==> config.mk <==
export PLATFORM = sky130hd
export DESIGN_NAME = timed_retry_slot_table
export DESIGN_NICKNAME = d
export VERILOG_FILES = /design/src/rtl/core/trs_pkg.sv /design/src/rtl/core/trs_ram.sv /design/src/rtl/core/timed_retry_slot_table.sv
export SDC_FILE = /design/constraint.sdc
export NUM_CORES = 2
export LEC_CHECK = 0
export ABC_CLOCK_PERIOD_IN_PS = 12740
export BUFFER_PORTS_ARGS = -buffer_cell sky130_fd_sc_hd__buf_2
export CAP_MARGIN = 20
export CORE_MARGIN = 1
export CORE_UTILIZATION = 55
export DETAILED_ROUTE_END_ITERATION = 7
export PLACE_DENSITY = 0.72
export SETUP_SLACK_MARGIN = 0.02
export SYNTH_ARGS = -nofsm -noshare
export SYNTH_HDL_FRONTEND = slang
export SYNTH_HIERARCHICAL = 1
export SYNTH_SLANG_ARGS = --single-unit
==> constraint.sdc <==
create_clock -name clk -period 12.74 [get_ports clk]
set_input_delay 1.274 -clock clk [delete_from_list [all_inputs] [get_ports clk]]
set_output_delay 1.274 -clock clk [all_outputs]
set_load 0.01 [all_outputs]
==> src/rtl/core/trs_pkg.sv <==
// Package for the timed retry slot table.
// Holds the beat types, status and command codes and the sequencer states.
// No dependencies.
package trs_pkg;

  // Default number of retry slots.
  localparam int unsigned SLOTS_DEF = 8;

  // Command codes.
  localparam logic CMD_FETCH  = 1'b0;
  localparam logic CMD_INSERT = 1'b1;

  // Result status codes.
  localparam logic [2:0] ST_TAKEN      = 3'd0;
  localparam logic [2:0] ST_FULL_WAIT  = 3'd1;
  localparam logic [2:0] ST_ROOM_WAIT  = 3'd2;
  localparam logic [2:0] ST_STORED     = 3'd3;
  localparam logic [2:0] ST_REFUSED    = 3'd4;

  localparam logic [63:0] TIME_MAX = '1;

  // One request beat.
  typedef struct packed {
    logic        command;
    logic [63:0] now;
    logic [31:0] handle;
    logic [31:0] penalty;
  } req_t;

  // One response beat.
  typedef struct packed {
    logic [2:0]  status;
    logic [31:0] taken_handle;
    logic [63:0] earliest_ready;
    logic [3:0]  free_slots;
  } rsp_t;

  // One slot entry as kept in the slot memory.
  typedef struct packed {
    logic [31:0] handle;
    logic [63:0] due_time;
  } slot_t;

  // Sequencer states.
  typedef enum logic [1:0] {
    SEQ_IDLE,
    SEQ_INSERT,
    SEQ_SCAN,
    SEQ_FINISH
  } seq_state_t;

endpackage

==> src/rtl/core/trs_ram.sv <==
// Generic single-port-write, single-port-read RAM with registered read data.
// Used for the slot memory of the timed retry slot table; no dependencies.
module trs_ram #(
  parameter int unsigned WIDTH = 8,
  parameter int unsigned DEPTH = 8,
  localparam int unsigned AW = (DEPTH > 1) ? $clog2(DEPTH) : 1
) (
  input  logic             clk,
  input  logic             wr_en,
  input  logic [AW-1:0]    wr_addr,
  input  logic [WIDTH-1:0] wr_data,
  input  logic             rd_en,
  input  logic [AW-1:0]    rd_addr,
  output logic [WIDTH-1:0] rd_data
);

  logic [WIDTH-1:0] mem [DEPTH];

  // Write port.
  always_ff @(posedge clk) begin
    if (wr_en) begin
      mem[wr_addr] <= wr_data;
    end
  end

  // Registered read port.
  always_ff @(posedge clk) begin
    if (rd_en) begin
      rd_data <= mem[rd_addr];
    end
  end

endmodule

==> src/rtl/core/timed_retry_slot_table.sv <==
// Top level of the timed retry slot table: sequencer, valid bits and output register.
// Depends on trs_pkg and trs_ram (slot handles and ready times).
//
//   Channel | Direction | Handshake            | Beat
//   req     | in        | req_valid, req_stall | trs_pkg::req_t
//   rsp     | out       | rsp_valid, rsp_stall | trs_pkg::rsp_t
//
// From acceptance to a loaded response register: an insert goes through SEQ_INSERT, a
// fetch on an empty table to SEQ_FINISH, and any other fetch stays in SEQ_SCAN until a
// slot is taken or the last slot is checked; the single read port gives one slot per cycle.
// The next request is taken in the cycle after the response is loaded; one is in work.
// Reset clears the valid bits and sets the free count to SLOTS; no memory sweep.
// A new request is taken while an earlier response still waits under rsp_stall.
module timed_retry_slot_table #(
  parameter int unsigned SLOTS = trs_pkg::SLOTS_DEF
) (
  input  logic          clk,
  input  logic          rst,
  input  logic          req_valid,
  output logic          req_stall,
  input  trs_pkg::req_t req,
  output logic          rsp_valid,
  input  logic          rsp_stall,
  output trs_pkg::rsp_t rsp
);

  import trs_pkg::*;

  localparam int unsigned IDXW = (SLOTS > 1) ? $clog2(SLOTS) : 1;
  localparam int unsigned CW   = $clog2(SLOTS + 1);
  localparam logic [IDXW-1:0] LAST_IDX = IDXW'(SLOTS - 1);
  localparam logic [CW-1:0]   FULL_CNT = CW'(SLOTS);
  localparam int unsigned SW = $bits(slot_t);

  seq_state_t state, state_next;

  req_t            item;
  logic [SLOTS-1:0] valid_bits;
  logic [CW-1:0]   empty_count;
  logic [IDXW-1:0] issue_idx;
  logic            issue_done;
  logic            eval_pending;
  logic [IDXW-1:0] eval_idx;
  logic [63:0]     min_ready;
  rsp_t            res;

  logic            req_take;
  logic            load_rsp;
  logic            rd_en;
  logic            wr_en;
  logic [IDXW-1:0] free_idx;
  logic [IDXW-1:0] wr_addr;
  slot_t           wr_slot;
  slot_t           rd_slot;
  logic [SW-1:0]   rd_raw;
  logic [64:0]     ready_sum;
  logic [63:0]     ready_sat;
  logic            hit;
  logic            table_full;
  logic [63:0]     min_with_cur;

  // Slot memory holding handle and ready time per slot.
  trs_ram #(
    .WIDTH(SW),
    .DEPTH(SLOTS)
  ) u_slot_ram (
    .clk    (clk),
    .wr_en  (wr_en),
    .wr_addr(wr_addr),
    .wr_data(SW'(wr_slot)),
    .rd_en  (rd_en),
    .rd_addr(issue_idx),
    .rd_data(rd_raw)
  );

  assign rd_slot = slot_t'(rd_raw);

  // Lowest free slot, from the valid bits.
  always_comb begin
    free_idx = '0;
    for (int i = SLOTS - 1; i >= 0; i--) begin
      if (!valid_bits[i]) begin
        free_idx = IDXW'(i);
      end
    end
  end

  // Saturating ready time for an insert.
  assign ready_sum = {1'b0, item.now} + {33'd0, item.penalty};
  assign ready_sat = ready_sum[64] ? TIME_MAX : ready_sum[63:0];

  assign wr_addr = free_idx;
  assign wr_slot = '{handle: item.handle, due_time: ready_sat};

  // Evaluation of the slot whose read data has just arrived.
  assign table_full   = (empty_count == '0);
  assign hit          = eval_pending && valid_bits[eval_idx] && (item.now > rd_slot.due_time);
  assign min_with_cur = (rd_slot.due_time < min_ready) ? rd_slot.due_time : min_ready;

  assign req_take = req_valid && !req_stall;
  assign load_rsp = (state == SEQ_FINISH) && (!rsp_valid || !rsp_stall);

  // Next-state logic.
  always_comb begin
    state_next = state;
    case (state)
      SEQ_IDLE: begin
        if (req_take) begin
          if (req.command == CMD_INSERT) begin
            state_next = SEQ_INSERT;
          end else if (empty_count == FULL_CNT) begin
            state_next = SEQ_FINISH;
          end else begin
            state_next = SEQ_SCAN;
          end
        end
      end
      SEQ_INSERT: state_next = SEQ_FINISH;
      SEQ_SCAN: begin
        if (hit || (eval_pending && eval_idx == LAST_IDX)) begin
          state_next = SEQ_FINISH;
        end
      end
      SEQ_FINISH: begin
        if (load_rsp) begin
          state_next = SEQ_IDLE;
        end
      end
      default: state_next = SEQ_IDLE;
    endcase
  end

  // Handshake and memory controls.
  always_comb begin
    req_stall = 1'b1;
    rd_en     = 1'b0;
    wr_en     = 1'b0;
    case (state)
      SEQ_IDLE:   req_stall = 1'b0;
      SEQ_INSERT: wr_en = !table_full;
      SEQ_SCAN:   rd_en = !issue_done;
      SEQ_FINISH: req_stall = 1'b1;
      default:    req_stall = 1'b1;
    endcase
  end

  // Control state.
  always_ff @(posedge clk) begin
    if (rst) begin
      state        <= SEQ_IDLE;
      valid_bits   <= '0;
      empty_count  <= FULL_CNT;
      eval_pending <= 1'b0;
      issue_done   <= 1'b0;
      rsp_valid    <= 1'b0;
    end else begin
      state <= state_next;
      // Response register: filled from the finished result, emptied by a taken beat.
      if (load_rsp) begin
        rsp_valid <= 1'b1;
      end else if (!rsp_stall) begin
        rsp_valid <= 1'b0;
      end
      case (state)
        SEQ_IDLE: begin
          issue_done   <= 1'b0;
          eval_pending <= 1'b0;
        end
        SEQ_INSERT: begin
          if (!table_full) begin
            valid_bits[free_idx] <= 1'b1;
            empty_count          <= empty_count - 1'b1;
          end
        end
        SEQ_SCAN: begin
          eval_pending <= rd_en;
          if (rd_en && issue_idx == LAST_IDX) begin
            issue_done <= 1'b1;
          end
          if (hit) begin
            valid_bits[eval_idx] <= 1'b0;
            empty_count          <= empty_count + 1'b1;
          end
        end
        SEQ_FINISH: eval_pending <= 1'b0;
        default: eval_pending <= 1'b0;
      endcase
    end
  end

  // Datapath registers.
  always_ff @(posedge clk) begin
    if (load_rsp) begin
      rsp <= res;
    end
    case (state)
      SEQ_IDLE: begin
        issue_idx <= '0;
        min_ready <= TIME_MAX;
        if (req_take) begin
          item <= req;
          // Fetch on an empty table answers at once.
          res  <= '{status: ST_ROOM_WAIT, taken_handle: '0,
                    earliest_ready: TIME_MAX, free_slots: 4'(empty_count)};
        end
      end
      SEQ_INSERT: begin
        if (table_full) begin
          res <= '{status: ST_REFUSED, taken_handle: '0,
                   earliest_ready: TIME_MAX, free_slots: 4'(empty_count)};
        end else begin
          res <= '{status: ST_STORED, taken_handle: '0,
                   earliest_ready: TIME_MAX, free_slots: 4'(empty_count - 1'b1)};
        end
      end
      SEQ_SCAN: begin
        if (rd_en) begin
          issue_idx <= issue_idx + 1'b1;
        end
        eval_idx <= issue_idx;
        if (eval_pending && table_full) begin
          min_ready <= min_with_cur;
        end
        if (hit) begin
          res <= '{status: ST_TAKEN, taken_handle: rd_slot.handle,
                   earliest_ready: TIME_MAX, free_slots: 4'(empty_count + 1'b1)};
        end else if (eval_pending && eval_idx == LAST_IDX) begin
          if (table_full) begin
            res <= '{status: ST_FULL_WAIT, taken_handle: '0,
                     earliest_ready: min_with_cur, free_slots: 4'(empty_count)};
          end else begin
            res <= '{status: ST_ROOM_WAIT, taken_handle: '0,
                     earliest_ready: TIME_MAX, free_slots: 4'(empty_count)};
          end
        end
      end
      SEQ_FINISH: issue_idx <= '0;
      default: issue_idx <= '0;
    endcase
  end

endmodule
==> impl_metrics.tcl <==
set metrics [dict create \
    status "completed" \
    final_common_cell "edfxtp_1" \
    fmax_mhz 207 \
    drc 0 \
    syn-num-nets 3267 \
    synth_top_flop_cell "edfxtp_1" \
    min_period_over_period 0.379 \
    coreArea_sq_um 95000 \
    ant_nets 0 \
    dieHeight_um 312 \
    worstPathRequired_ns 13.17 \
    synth-seq-cells 1285 \
    cpMaxStageDelayCell "o311ai_0" \
    cp_slowest_stage_delay_ns 0.97 \
    final.setup_skew_ns 0.0272 \
    r2r-start "u_slot_ram/rd_data[19]$_DFFE_PP_" \
    yosysWarnings 6 \
    highest_layer "met5" \
    pre_cts_ws_ns 7.95 \
    path_common_cell "a21oi_1" \
    crit_chain "ha_1 -> a21oi_1 -> o21ai_0 -> a221oi_1 -> o211ai_1 -> o311ai_0 -> nand3_4 -> buf_4 -> mux2i_1 -> a21oi_1" \
    ys_types 78 \
    grt_pass1_vias 29050 \
    tightest_slew_ns 1.20 \
    worstSetupStartpoint "u_slot_ram/rd_data[19]$_DFFE_PP_" \
    synth_enable_flop_cells 1268 \
    drive_gt1_frac 0.236 \
    dr.pass1.iters 6 \
    rows 113 \
    final_hold_viol_count 0 \
    numCtsBuffers 134 \
    die_w_um 312 \
    finalSetupTns_ns 0 \
    dr_wl_met3_um 10000 \
    htreeDepth 4 \
    ctsHoldBuffers 0 \
    wl_met2_um 60000 \
    critPathKind "flop to flop" \
    r2r_cells 10 \
    max-cap-violations 0 \
    hold_path_class "flop to flop" \
    r2r_setup_slack_ns 7.91 \
    slew_headroom 0.201 \
    vdd_drop_max_v 0.000175 \
    wl_met1_um 49100 \
    area_growth_pct 13.2 \
    critPathMaxFanout 33 \
    syn_area_per_cell_sq_um 17.8 \
    viasPerCell 6.12 \
    start_util 0.556 \
    clkLatencyLatePin_ns 0.75 \
    die_area_sq_um 97200 \
    yosysSeqAreaShare 0.728 \
    ios 238 \
    cts_buffer_depth 3 \
    final_cell_mix "1268 x edfxtp_1, 237 x buf_2, 192 x mux4_2" \
    grt_overflow_total 0 \
    grt_antenna_before_repair 8 \
    grt_first_pass_wirelength_um 183000 \
    cts.repair.resized 0 \
    syn_area_sq_um 52800 \
    min_period_ns 4.83 \
    p_leak_nw 20.8 \
    cp.arrival_ns 5.27 \
    drtIter0Drc 2764 \
    dp.final_hpwl_um 72300 \
    clk_pin_slew_worst_paths_ns 0.06 \
    finalWorstSetupSlack_ns 7.91 \
    track_usage 0.255 \
    r2r-end "res[39]$_DFFE_PP_" \
    finalWirelength_um 122000 \
    gp_congestion 0.906 \
    nNetsFinal 3572 \
    root_buffer "clkbuf_16" \
    wl_per_cell_um 26.4 \
    finalSetupViolCount 0 \
    portBuffers 237 \
    num_vias 28401 \
    drv_slew 0 \
    worst_setup_path_end_kind "flop" \
    p_per_area_nw_per_um2 234 \
    synth-async-reset-ratio 0 \
    endpoint "res[39]$_DFFE_PP_" \
    post_cts_buffers 0 \
    crit_path_start_kind "flop" \
    grt_max_degree 119 \
    cts_tree "yes" \
    rsz0062_at_grt "false" \
    synthCells 2965 \
    clock_sinks 1285 \
]
==> metal layers <==
layer | vias up | global-route usage
met5 | - | 0
met4 | 8 | 0.0801
met3 | 231 | 0.0479
met2 | 1250 | 0.417
met1 | 14591 | 0.348
li1 | 12321 | -
==> cell usage after synthesis, types with 10 or more instances <==
cell type,instances,area (sq um)
edfxtp_1,1268,38100
mux4_2,192,4320
a21oi_1,191,956
nand2_1,187,702
ha_1,168,2100
inv_1,153,574
mux2_2,105,1180
mux2i_1,69,691
nor2_1,66,248
o21ai_0,53,265
clkbuf_1,50,188
and2_1,43,269
nand3_1,38,190
nand4_1,36,225
a21o_1,29,218
buf_2,24,120
buf_6,24,270
and3_1,22,138
nor3_1,22,110
dfxtp_1,17,340
xnor2_1,15,131
a31oi_1,13,81.3
buf_1,12,45.0
nor2b_1,12,75.1
xor2_1,12,105
and4_1,11,96.3
nand2b_1,11,68.8
o211ai_1,10,75.1
==> flip-flops by register name, summed over array words and instances (netlist names), 2 cells and up <==
signal / cells
empty_count: 4
eval_idx: 3
issue_idx: 3
item: 128
min_ready: 64
res: 103
rsp: 103
state: 2
u_slot_ram/mem: 768
u_slot_ram/rd_data: 96
valid_bits: 8
==> worst max-delay path, delay by kind of cell (launching register included) <==
family | cells | cell delay [ns]
AO/OA/AOI/OAI | 6 | 2.02
AND/OR/NAND/NOR | 1 | 0.74
buffers and inverters | 1 | 0.57
flip-flops | 1 | 0.42
multiplexers | 1 | 0.36
adder cells (fa/ha/maj) | 1 | 0.33
==> where the power goes <==
group	total [mW]	switching [mW]	leakage, nW	internal [mW]
clock network	3.86	1.62	2.11	2.24
registers	6.39	0.372	11.6	6.02
logic	3.75	2.34	7.04	1.41
total	14.0	4.33	20.8	9.67
==> through the flow <==
stage	hold WS, ns	cell area, sq um	utilization	cells	power (mW)
2_1_floorplan	0.400	52800	-	2965	9.03
5_1_grt	0.422	59800	0.629	4636	14.6
6_report	0.414	59800	0.629	4638	14.0
3_5_place_dp	0.405	55400	0.583	4397	10.2
3_3_place_gp	0.405	55400	0.583	4397	10.0
4_1_cts	0.413	59800	0.629	4634	14.1
==> logic make-up after synthesis <==
group                      synth area share
buffers and inverters                0.0228
adders and majority gates            0.0402
and+or+nand+nor                      0.0456
AOI/OAI and AO/OA                    0.0417
DFF                                   0.728
muxes                                 0.118
xor gates and xnor gates            0.00448
==> how the worst min path moves through the flow <==
stage | start | to | slack [ns] | cells after the start
global route | res[89]$_DFFE_PP_ | rsp[89]$_DFFE_PP_ | 0.42 | 0
floorplan | res[0]$_DFFE_PP_ | rsp[0]$_DFFE_PP_ | 0.40 | 0
detailed placement | res[29]$_DFFE_PP_ | rsp[29]$_DFFE_PP_ | 0.40 | 0
finish | res[92]$_DFFE_PP_ | rsp[92]$_DFFE_PP_ | 0.41 | 0
CTS | res[29]$_DFFE_PP_ | rsp[29]$_DFFE_PP_ | 0.41 | 0
global placement | res[32]$_DFFE_PP_ | rsp[32]$_DFFE_PP_ | 0.40 | 0
==> layout make-up <==
type | instances | area (sq um)
multi-input combinational | 1416 | 13300
sequential | 1285 | 38400
timing repair buffer | 280 | 1540
tap | 1265 | 1580
fill | 6679 | 35200
clock buffer | 159 | 3490
inverter | 153 | 574
antenna | 2 | 5.00
clock inverter | 78 | 882
Power figures use the tool's default switching activity.
